`src/design/dgso_pkg.sv`:
```
// shared types, constants and helpers for the diagonal grid spot ordering unit
`timescale 1ns / 1ps
package dgso_pkg;

   localparam int MAX_SPOTS  = 256;
   localparam int IDX_BITS   = $clog2(MAX_SPOTS);
   localparam int CNT_BITS   = IDX_BITS + 1;
   localparam int COORD_BITS = 20;
   localparam int SUM_BITS   = COORD_BITS + IDX_BITS;
   localparam int POINTS     = 13;
   localparam int SCALE      = POINTS - 1;
   localparam int POS_BITS   = $clog2(POINTS);
   localparam int REF_BITS   = COORD_BITS + $clog2(SCALE + 1);
   localparam int SQ_BITS    = 2 * REF_BITS;
   localparam int DIST_BITS  = SQ_BITS + 1;
   localparam int DIV_CNT_BITS = $clog2(SUM_BITS + 1);

   typedef struct packed {
      logic [COORD_BITS-1:0] spot_x;
      logic [COORD_BITS-1:0] spot_y;
      logic                  final_spot;
   } req_type;

   typedef struct packed {
      logic                  diagonal;
      logic [3:0]            position;
      logic [7:0]            chosen_index;
      logic [19:0]           chosen_x;
      logic [19:0]           chosen_y;
      logic                  end_of_run;
   } rsp_type;

   typedef struct packed {
      logic [COORD_BITS-1:0] x;
      logic [COORD_BITS-1:0] y;
   } spot_type;

   typedef enum logic [3:0] {
      ST_IDLE,
      ST_DIVX_GO,
      ST_DIVX_WAIT,
      ST_DIVY_GO,
      ST_DIVY_WAIT,
      ST_CORNER_RD,
      ST_CORNER_CMP,
      ST_REF_SET,
      ST_NEAR_RD,
      ST_NEAR_DX,
      ST_NEAR_DY,
      ST_NEAR_CMP,
      ST_OUT
   } state_type;

   // coordinate times the diagonal step count
   function automatic logic [REF_BITS-1:0] times_scale(input logic [COORD_BITS-1:0] v);
      times_scale = REF_BITS'(v) * REF_BITS'(SCALE);
   endfunction

   function automatic logic [REF_BITS-1:0] abs_diff(input logic [REF_BITS-1:0] a,
                                                    input logic [REF_BITS-1:0] b);
      abs_diff = (a > b) ? (a - b) : (b - a);
   endfunction

endpackage

```
`src/design/dgso_divider.sv`:
```
// restoring divider, one quotient bit per cycle, used for the mean point
`timescale 1ns / 1ps
module dgso_divider import dgso_pkg::*; (
   input  logic                clock,
   input  logic                reset,
   input  logic                start,
   input  logic [SUM_BITS-1:0] dividend,
   input  logic [CNT_BITS-1:0] divisor,
   output logic                busy,
   output logic [SUM_BITS-1:0] quotient
);

   logic [SUM_BITS-1:0]     quo_ff, quo_in;
   logic [CNT_BITS-1:0]     rem_ff, rem_in;
   logic [DIV_CNT_BITS-1:0] cnt_ff, cnt_in;
   logic [CNT_BITS:0]       trial;

   assign trial = {rem_ff, quo_ff[SUM_BITS-1]};

   always_comb begin
      quo_in = quo_ff;
      rem_in = rem_ff;
      cnt_in = cnt_ff;
      if (start) begin
         quo_in = dividend;
         rem_in = '0;
         cnt_in = DIV_CNT_BITS'(SUM_BITS);
      end else if (cnt_ff != '0) begin
         cnt_in = cnt_ff - 1'b1;
         if (trial >= {1'b0, divisor}) begin
            rem_in = CNT_BITS'(trial - {1'b0, divisor});
            quo_in = {quo_ff[SUM_BITS-2:0], 1'b1};
         end else begin
            rem_in = trial[CNT_BITS-1:0];
            quo_in = {quo_ff[SUM_BITS-2:0], 1'b0};
         end
      end
   end

   always_ff @(posedge clock) begin
      if (reset) begin
         cnt_ff <= '0;
      end else begin
         cnt_ff <= cnt_in;
      end
      quo_ff <= quo_in;
      rem_ff <= rem_in;
   end

   assign busy     = (cnt_ff != '0);
   assign quotient = quo_ff;

endmodule

```
`config.mk`:
```
export PLATFORM = sky130hd
export DESIGN_NAME = dgso_divider
export DESIGN_NICKNAME = d
export VERILOG_FILES = /design/src/design/dgso_pkg.sv /design/src/design/dgso_divider.sv
export SDC_FILE = /design/constraint.sdc
export NUM_CORES = 1
export LEC_CHECK = 0
export BUFFER_PORTS_ARGS = -buffer_cell sky130_fd_sc_hd__clkbuf_2
export CAP_MARGIN = 10
export CORE_ASPECT_RATIO = 1.5
export CORE_MARGIN = 5
export CORE_UTILIZATION = 35
export DETAILED_ROUTE_END_ITERATION = 6
export GPL_TIMING_DRIVEN = 0
export HOLD_SLACK_MARGIN = 0.15
export PLACE_DENSITY = 0.6
export SYNTH_ARGS = -nofsm -noshare
export SYNTH_HDL_FRONTEND = slang
export SYNTH_SLANG_ARGS = --single-unit
export TNS_END_PERCENT = 30
```
`constraint.sdc`:
```
create_clock -name clock -period 2.3 [get_ports clock]
set_input_delay 0.345 -clock clock [delete_from_list [all_inputs] [get_ports clock]]
set_output_delay 0.345 -clock clock [all_outputs]
set_load 0.05 [all_outputs]
```
# Yosys cells after proc, flatten, opt, wreduce, memory -nomap -nowiden
# Index checks and enable logic that the tools add are counted.
[totals]
regBits = 42
inputBits = 40
out_inout_bits = 29
elab_cells = 16
[classes]
n_addsub = 2
n_lt_le_gt_ge = 1
muxes = 6
reduce_logical = 3
[op_table]
columns = ["op", "n"]
rows = [
  ["$mux W28", 2],
  ["$ge A10 B9 Y1", 1],
  ["$mux W5", 2],
  ["$mux W9", 1],
  ["$sub A9 B9 Y9", 1],
  ["$reduce_bool A5 Y1", 1],
  ["$sub A5 B1 Y5 const B", 1],
  ["$reduce_bool A2 Y1", 1],
  ["$reduce_or A2 Y1", 1],
  ["$mux W1", 1],
]

# Logic depth before layout (Yosys ltp)
# Gate-level depths: netlist (run 1).
[depth]
ltp_word = 4
ltp_mapped = 10
ltp_nobuf = 9

# Worst setup path after synthesis (run 1)
# Ideal clock, no wire load.
[synth_timing]
path_kind = "reg-to-reg"
start = "reg quo_ff[27] (netlist: quotient[27])"
end = "reg rem_ff[0]"
setup_time_ns = 0.070
arrival_ns = 2.338
required_time_ns = 2.230
path_slack_ns = -0.108
path_stages_with_launch = 10
n_path_buf = 0
synth_period_minus_slack_ns = 2.408
path_cell_list = "edfxtp_1 > inv_1 > ha_1 > inv_1 > fa_1 > a21oi_1 > a211o_1 > o211a_2 > mux2_2 > a21oi_1"
[synth_via]
elab_chain_cells = 2
word_cells_on_any_way = 3
[synth_lines]
columns = ["item", "line", "source"]
rows = [
  ["start, declared", "dgso_divider.sv:13", "logic [SUM_BITS-1:0] quo_ff, quo_in;"],
  ["start signal, assigned", "dgso_divider.sv:46", "quo_ff <= quo_in;"],
  ["$sub A9 B9 Y9 or $ge A10 B9 Y1 (tied branches)", "dgso_divider.sv:31, dgso_divider.sv:30", ""],
  ["$mux W9 (*)", "dgso_divider.sv:30", "if (trial >= {1'b0, divisor}) begin"],
  ["end signal, assigned", "dgso_divider.sv:47", "rem_ff <= rem_in;"],
  ["end, declared", "dgso_divider.sv:14", "logic [CNT_BITS-1:0] rem_ff, rem_in;"],
]
# Every way passes the cells marked *; elsewhere a longest branch is shown, timed or not.
# A chain may end at the register's enable or synchronous reset.

# Final worst setup path (run 1)
[layout_timing]
start = "reg quo_ff[27] (netlist: quotient[27])"
end = "reg rem_ff[4]"
# Same word-level chain as after synthesis.

==> impl_metrics.toml, run 1 <==
[cts]
cts_root_buf = "clkbuf_8"
hold_buffers = 0
clock_sinks = 42
htree_levels = 2
clock_path_buffers = 2
clk_pin_slew_ps = 80
cts_tree = "built"
cts_buffers = 5
clock_latency_ps = 290

[logic_synthesis]
yosys-top-cells-count = "mux2_2 (29), edfxtp_1 (28), a21oi_1 (18)"
yosysMostFrequentCell = "mux2_2"
yosys.area.top_type = "edfxtp_1"
synthArstFlopShare_pct = 0
synth_cell_types = 45
ys_seq_area_share_pct = 48.6
synth_edf_count = 28
synth_flop_cell = "edfxtp_1"
synthCells = 198
synth_seq_cells = 42
syn_area_um2 = 2310
ys.warnings.count = 0
syn_area_per_cell_um2 = 11.6
syn_nets = 249
yosys.area.top_type_share_pct = 36.5
synth_area_leaders = "edfxtp_1 (36%), mux2_2 (14%), dfxtp_1 (12%)"

[grt]
use_met2_pct = 21.6
grt_pass1_vias = 1766
use_met1_pct = 14.5
met3_usage_pct = 3.44
grt.busiest_layer = "met2"
grtUsageTotal_pct = 12.3
antenna_found_initial = 0
grt_max_degree = 29
grt_pass1_wl_um = 8360
grt.overflow.total = 0

[route]
first_pass_iters = 4
ant_nets = 0
drt_wl_total_um = 5200
drt-initial-drc-count = 52
vias_per_cell = 4.99
vias = 1783
drc = 0
routedWlPerCell_um = 14.6

[worst_setup_path]
crit_required_ps = 2490
cp.arrival_ps = 2400
max_stage_delay_ps = 430
timing.rr.start = "quotient[27]"
slowest_stage = "edfxtp_1"
path_cells = "inv_2 -> ha_4 -> inv_2 -> fa_2 -> a21oi_2 -> a211o_1 -> o211a_4 -> buf_12 -> mux2i_4 -> a21oi_2"
rr_worst_depth = 10
cp-end-kind = "flip-flop"
path_max_fanout = 6
r2r_end = "rem_ff[4]"
rrSetupSlack_ps = 90
start_kind = "flip-flop"
worst-setup-path-type = "flip-flop to flip-flop"

[timing]
fin_crit_sh_pct = 96.2
setup_viol = 0
maxSlewHeadroom_pct = 56.2
fin_crit_ps = 2210
worstMarginPinSlew_ps = 654
max_freq_mhz = 452
whs_ps = 298
setup_ws_ps = 87.1
rsz0062_at_grt = "true"
fin_skew_ps = 3.01
hold_violations = 0
report.final.slew_viol_count = 0

[final_layout]
fin_nets = 331
fillers = 620
fin_area_um2 = 3050
postLayoutCoreUtil_pct = 47.3
antennaDiodeCount = 0
area_delta_synth_final_pct = 32.2
drive_above_1_share_pct = 47.7

[hold_path]
whs_endpoint = "cnt_ff[3]"
hp-class = "input pin to flip-flop"
hold-path-cell-count = 2
hold_start = "reset"

[power]
pwr-share-seq_pct = 31.7
swShare_pct = 37.5
clkPwrFrac_pct = 20.2
peakVddDrop_uv = 523
p_leak_nw = 1.36
p_per_area_nw_per_um2 = 1130
p_switching_mw = 1.30
p_int_mw = 2.16
share_comb_of_total_power_pct = 48.1

[status]
status = "finished, final reports clean"

[place]
dpl_cell_area_um2 = 2750
gp_congestion = 0.754
hpwl_um = 3890
pre_cts_ws_ps = -275
portBuffers = 67

[floorplanning]
core_um2 = 6440
die_y_um = 109
die_w_um = 76.3
num_io_pins = 69
rows = 36
start_util_pct = 35.8
die_area_um2 = 8350

[job]
maxCapViolations = 0
[layer usage]
layer | share of wire (%) | up-vias
met1 | 41 | 824
met3 | 5.5 | 8
met2 | 52 | 49
met5 | 0 | -
met4 | 1.2 | 0
li1 | - | 902
[layout make-up]
| cell class | instances | area [um^2] | share of cell area [%] |
|---|---|---|---|
| inverter | 15 | 56.3 | 1.85 |
| buffer | 9 | 62.6 | 2.05 |
| sequential | 42 | 1120 | 36.8 |
| multi-input combinational | 132 | 1140 | 37.5 |
| clock buffer | 5 | 68.8 | 2.26 |
| clock inverter | 3 | 68.8 | 2.26 |
| tap | 76 | 95.1 | 3.12 |
| timing repair buffer | 75 | 433 | 14.2 |
[worst max path at each step]
stage                       from      endpoint  slack [ps]  cells past startpoint
CTS                    cnt_ff[0]          busy         -40                      6
floorplan           quotient[27]     rem_ff[2]           6                      9
global placement       cnt_ff[0]   quotient[5]        -260                      4
detailed placement     cnt_ff[0]  quotient[14]        -270                      4
finish              quotient[27]     rem_ff[4]          90                     10
global route        quotient[27]     rem_ff[4]         -50                     10
[sequential cells by signal (all words and copies together) (netlist names)]
| name | flops |
|---|---|
| rem_ff | 9 |
| quotient | 28 |
| cnt_ff | 5 |
[kinds of logic (layout without fill, tap and decap cells)]
logic type      count (synthesis)  in the layout  share of synthesized area, %
mux                            37             37                          17.6
fa+ha+maj                      11             11                          6.29
flops                          42             42                          48.6
buf+inv                        24            107                          4.50
simple gates                   36             36                          8.90
compound gates                 43             43                          12.2
xor+xnor                        5              5                          1.90
[critical path, delay by kind of cell, from the launching register on]
kind | cells | cell delay, ps
multiplexers | 1 | 230
buffers and inverters | 3 | 300
adder cells (fa/ha/maj) | 2 | 550
flip-flops | 1 | 430
AO/OA/AOI/OAI | 4 | 610
[power groups by stage]
stage	clock, mW	combinational (mW)	sequential, mW
4_1_cts	0.721	1.46	1.09
3_5_place_dp	0	1.43	1.11
3_3_place_gp	0	1.42	1.11
5_1_grt	0.743	1.81	1.12
2_1_floorplan	0	0.845	1.39
6_report	0.697	1.66	1.10
[timing repair]
item,in CTS,in global routing
endpoints found under the setup margin,29,10
resized for setup,10,10
pin swaps,1,6
setup buffers,0,7
gates cloned,0,1
[per-stage QoR]
stage	total power, mW	std cells	TNS, ps
2_1_floorplan	2.23	198	0
3_3_place_gp	2.53	341	-7320
3_5_place_dp	2.54	341	-7680
4_1_cts	3.27	349	-44.4
5_1_grt	3.68	357	-133
6_report	3.46	357	0
[placed cells by master, fill, tap and decap left out, types with 3 or more instances in the layout]
cell,instances
clkbuf_2,66
o21ai_0,7
nor2_1,8
buf_1,3
ha_1,8
mux2_2,29
nor3_1,3
inv_2,5
edfxtp_1,28
clkbuf_8,5
a21oi_1,15
buf_4,8
nand2_1,6
nor2b_1,3
nand3_1,4
dfxtp_1,14
xnor2_1,4
mux2i_1,7
a21oi_2,3
a21o_1,3
inv_1,10
Power figures use the tool's default switching activity.
==> inputs of run 2 (changes only) <==
--- a/config.mk
+++ b/config.mk
@@ -9,11 +9,11 @@
 export CAP_MARGIN = 10
 export CORE_ASPECT_RATIO = 1.5
 export CORE_MARGIN = 5
-export CORE_UTILIZATION = 35
+export CORE_UTILIZATION = 50
 export DETAILED_ROUTE_END_ITERATION = 6
 export GPL_TIMING_DRIVEN = 0
 export HOLD_SLACK_MARGIN = 0.15
-export PLACE_DENSITY = 0.6
+export PLACE_DENSITY = 0.8
 export SYNTH_ARGS = -nofsm -noshare
 export SYNTH_HDL_FRONTEND = slang
 export SYNTH_SLANG_ARGS = --single-unit
==> constraint.sdc (replaced) <==
create_clock -name clock -period 2.4 [get_ports clock]
set_input_delay 0.36 -clock clock [delete_from_list [all_inputs] [get_ports clock]]
set_output_delay 0.36 -clock clock [all_outputs]
set_load 0.05 [all_outputs]
==> impl_metrics.toml, run 2 (synthesis results as in run 1) <==
[hold_path]
hp-class = "input pin to flip-flop"

[power]
swShare_pct = 40.2
p_leak_nw = 1.29
pwr-share-seq_pct = 36.4
p_per_area_nw_per_um2 = 1020
power.total_mw = 2.86
clkPwrFrac_pct = 16.5
p_switching_mw = 1.15
p_int_mw = 1.71
peakVddDrop_uv = 520
share_comb_of_total_power_pct = 47.0

[route]
routedWlPerCell_um = 14.4
ant_nets = 0
vias = 1762
drc = 0
vias_per_cell = 5.46
drt_wl_total_um = 4650
first_pass_iters = 4
drt-initial-drc-count = 32

[timing]
hold_violations = 0
maxSlewHeadroom_pct = 57.4
report.final.slew_viol_count = 0
fin_crit_sh_pct = 94.4
fin_crit_ps = 2270
worstMarginPinSlew_ps = 637
rsz0062_at_grt = "false"
whs_ps = 314
setup_viol = 0
fin_skew_ps = 10.6
max_freq_mhz = 441

[cts]
cts_tree = "built"
clock_latency_ps = 290
htree_levels = 2
cts_buffers = 5
clock_path_buffers = 2
cts_root_buf = "clkbuf_8"
clock_sinks = 42
clk_pin_slew_ps = 80
hold_buffers = 0

[final_layout]
area_delta_synth_final_pct = 22.3
multi_input_area_um2 = 1090
fin_nets = 325
antennaDiodeCount = 0
seqCellArea_um2 = 1120
final_common_cell = "clkbuf_2"
largest_reg_flops = 28
fillers = 377
drive_above_1_share_pct = 43.3
final_cell_mix = "clkbuf_2 (67), mux2_2 (29), edfxtp_1 (28)"

[floorplanning]
die_y_um = 93.2
die_area_um2 = 6100
core_um2 = 4500
num_io_pins = 69
rows = 30
start_util_pct = 51.2
die_w_um = 65.5

[worst_setup_path]
path_cells = "inv_1 -> ha_1 -> nor4b_4 -> inv_2 -> buf_2 -> clkbuf_2"
path_delay_family = "buffers and inverters"
path_max_fanout = 10
max_stage_delay_ps = 340
slowest_stage = "nor4b_4"
cp-end-kind = "primary output"
worst-setup-path-type = "flip-flop to primary output"
cp.arrival_ps = 1910
crit_required_ps = 2040
cp_num_buf_inv = 4
start_kind = "flip-flop"

[place]
portBuffers = 67
gp_congestion = 0.858
hpwl_um = 3580

[job]
maxCapViolations = 0

[status]
status = "finished, final reports clean"

[grt]
grt_pass1_vias = 1797
grtUsageTotal_pct = 16.0
grt_pass1_wl_um = 7820
grt_max_degree = 29
antenna_found_initial = 0
grt.overflow.total = 0
[run 2: per-layer routing]
| layer | GRT usage [%] | part of all wire (%) |
|---|---|---|
| met4 | 5.71 | 1.7 |
| met2 | 28.0 | 48 |
| met5 | 0 | 0 |
| met3 | 3.61 | 7.1 |
| met1 | 19.0 | 43 |
[run 2: stage by stage]
stage               util, %  worst slack, ps  area [um^2]  std cells  setup TNS, ps
floorplan                 -             13.4         2310        198              0
global placement       60.1            -51.6         2710        313          -1420
detailed placement     60.1            -75.3         2710        313          -2090
CTS                    62.5             97.6         2820        323              0
global route           62.6             9.28         2820        323              0
finish                 62.6              135         2820        323              0
[run 2: area by class of cell]
cell class / count / area share (%)
Buffer: 9 / 1.69
Clock buffer: 6 / 2.93
Clock inverter: 2 / 0.444
Inverter: 15 / 2.00
Multi-Input combinational cell: 132 / 38.6
Sequential cell: 42 / 39.8
Tap cell: 48 / 2.13
Timing Repair Buffer: 69 / 12.4
[run 2: timing repair]
| action | CTS | global route |
|---|---|---|
| resized for setup | 0 | 2 |
| setup buffers | 2 | 0 |
| gates cloned | 0 | 0 |
| setup endpoints to repair | 29 | 10 |
[run 2: worst paths after layout]
check	from	to	slack (ps)	cells past startpoint
worst min-delay path	reset	cnt_ff[2]	310	2
worst max-delay path	cnt_ff[0]	busy	130	6
worst max register to register	quotient[27]	rem_ff[4]	190	10
worst min register to register	rem_ff[6]	rem_ff[7]	500	2
[run 2: power groups by stage]
stage	Combinational (mW)	Clock (mW)	Sequential (mW)
after floorplan	0.793	0	1.33
after global placement	1.31	0	1.06
after CTS	1.35	0.487	1.04
after global routing	1.47	0.518	1.06
final	1.35	0.473	1.04
after detailed placement	1.34	0	1.06
==> inputs of run 3 (changes only) <==
--- a/config.mk
+++ b/config.mk
@@ -5,7 +5,7 @@
 export SDC_FILE = /design/constraint.sdc
 export NUM_CORES = 1
 export LEC_CHECK = 0
-export BUFFER_PORTS_ARGS = -buffer_cell sky130_fd_sc_hd__clkbuf_2
+export BUFFER_PORTS_ARGS = -buffer_cell sky130_fd_sc_hd__buf_2
 export CAP_MARGIN = 10
 export CORE_ASPECT_RATIO = 1.5
 export CORE_MARGIN = 5
==> impl_metrics.toml, run 3 (synthesis results as in run 1) <==
[status]
status = "finished, final reports clean"

[timing]
worstMarginPinSlew_ps = 633
rsz0062_at_grt = "true"
fin_crit_sh_pct = 97.5
finalSetupTns_ps = 0
report.final.slew_viol_count = 0
max_freq_mhz = 427
hold_violations = 0
fin_skew_ps = 8.94
maxSlewHeadroom_pct = 57.7
fin_crit_ps = 2340
setup_viol = 0

[route]
drt_wl_total_um = 4820
vias_per_cell = 5.50
ant_nets = 0
drt-initial-drc-count = 57
first_pass_iters = 4
drc = 0
routedWlPerCell_um = 15.0
vias = 1766

[cts]
clock_latency_ps = 300
clk_pin_slew_ps = 80
cts_root_buf = "clkbuf_8"
clock_sinks = 42
htree_levels = 2
clock_path_buffers = 2
cts_tree = "built"
cts_buffers = 5

[power]
p_per_area_nw_per_um2 = 1070
peakVddDrop_uv = 612
p_leak_nw = 1.29
power.total_mw = 3.09

[worst_setup_path]
worst-setup-path-type = "flip-flop to primary output"
cp-end-kind = "primary output"
max_stage_delay_ps = 530
slowest_stage = "nor4b_4"
cp.arrival_ps = 1980
crit_required_ps = 2040
rrSetupSlack_ps = 170
start_kind = "flip-flop"
path_max_fanout = 10
path_cells = "inv_2 -> ha_4 -> nor4b_4 -> inv_2 -> buf_6 -> buf_6"

[final_layout]
fin_nets = 323
multi_input_area_um2 = 1110
area_delta_synth_final_pct = 25.0
final_common_cell = "buf_2"
drive_above_1_share_pct = 44.3
final_cell_mix = "buf_2 (67), mux2_2 (29), edfxtp_1 (28)"
seqCellArea_um2 = 1120
largest_reg_flops = 28
antennaDiodeCount = 0
fillers = 360

[grt]
met3_usage_pct = 3.00
grt.overflow.total = 0
grt_max_degree = 29
use_met1_pct = 19.3
grt_pass1_wl_um = 8020
use_met2_pct = 28.2
grt.busiest_layer = "met2"
grtUsageTotal_pct = 16.5
antenna_found_initial = 0
grt_pass1_vias = 1837

[place]
hpwl_um = 3610
portBuffers = 67
gp_congestion = 0.861

[job]
maxCapViolations = 0

[floorplanning]
start_util_pct = 51.2
die_area_um2 = 6100
num_io_pins = 69
core_um2 = 4500
rows = 30
die_w_um = 65.5
die_y_um = 93.2

[hold_path]
hp-class = "input pin to flip-flop"
-- run 3: changes by cell type in the layout (fill, tap and decap cells not counted), sizes merged --
cell and change:
clkbuf -68, buf +65, bufinv +2, clkinvlp -1
-- run 3: path summary, 6_finish.rpt --
kind / start / endpoint / depth (start not counted)
setup / recovery: cnt_ff[1] / busy / 6
setup reg to reg: quotient[27] / rem_ff[0] / 9
hold / removal: reset / cnt_ff[2] / 2
hold reg to reg: rem_ff[6] / rem_ff[7] / 2
-- run 3: power breakdown --
part           switching, mW  leakage [nW]  internal (mW)
clock                  0.241        0.0658          0.412
combinational          0.834         0.814          0.563
sequential            0.0948         0.409          0.948
total                   1.17          1.29           1.92
-- run 3: what timing repair did --
item                                    CTS  global route
hold buffers                              0             0
gates resized for setup                   5             9
endpoints found under the setup margin   29            35
setup buffers                             0             0
pin swaps                                 1             0
gates cloned                              0             0
-- run 3: area by class of cell --
class / instances / area share (%)
multi-input cells: 132 / 38.5
clock inverters: 3 / 2.21
clock buffers: 5 / 2.39
well taps: 48 / 2.08
repair buffers: 67 / 11.9
inverters: 15 / 1.95
flip-flops and latches: 42 / 39.0
plain buffers: 9 / 2.00
-- run 3: routing by layer --
layer / up-vias / routed length (um)
li1: 881 / -
met1: 809 / 2080
met2: 66 / 2310
met3: 10 / 344
met4: 0 / 88
met5: - / 0
-- run 3: worst max-delay path: cells and delay by family, from the launching register on --
kind	cells	cell delay, ps
buffers and inverters	4	650
AND/OR/NAND/NOR	1	530
flip-flops	1	350
adder cells (fa/ha/maj)	1	150
-- run 3: per-stage QoR --
stage / instance area [um^2] / std cells / utilization [%] / setup slack, ps / hold slack (ps)
after CTS: 2860 / 321 / 63.5 / -75.2 / 296
after floorplan: 2310 / 198 / - / 13.4 / 429
after detailed placement: 2710 / 313 / 60.1 / -72.1 / 490
final: 2880 / 321 / 64.0 / 59.4 / 301
after global routing: 2880 / 321 / 64.0 / -17.7 / 307
after global placement: 2710 / 313 / 60.1 / -39.0 / 486
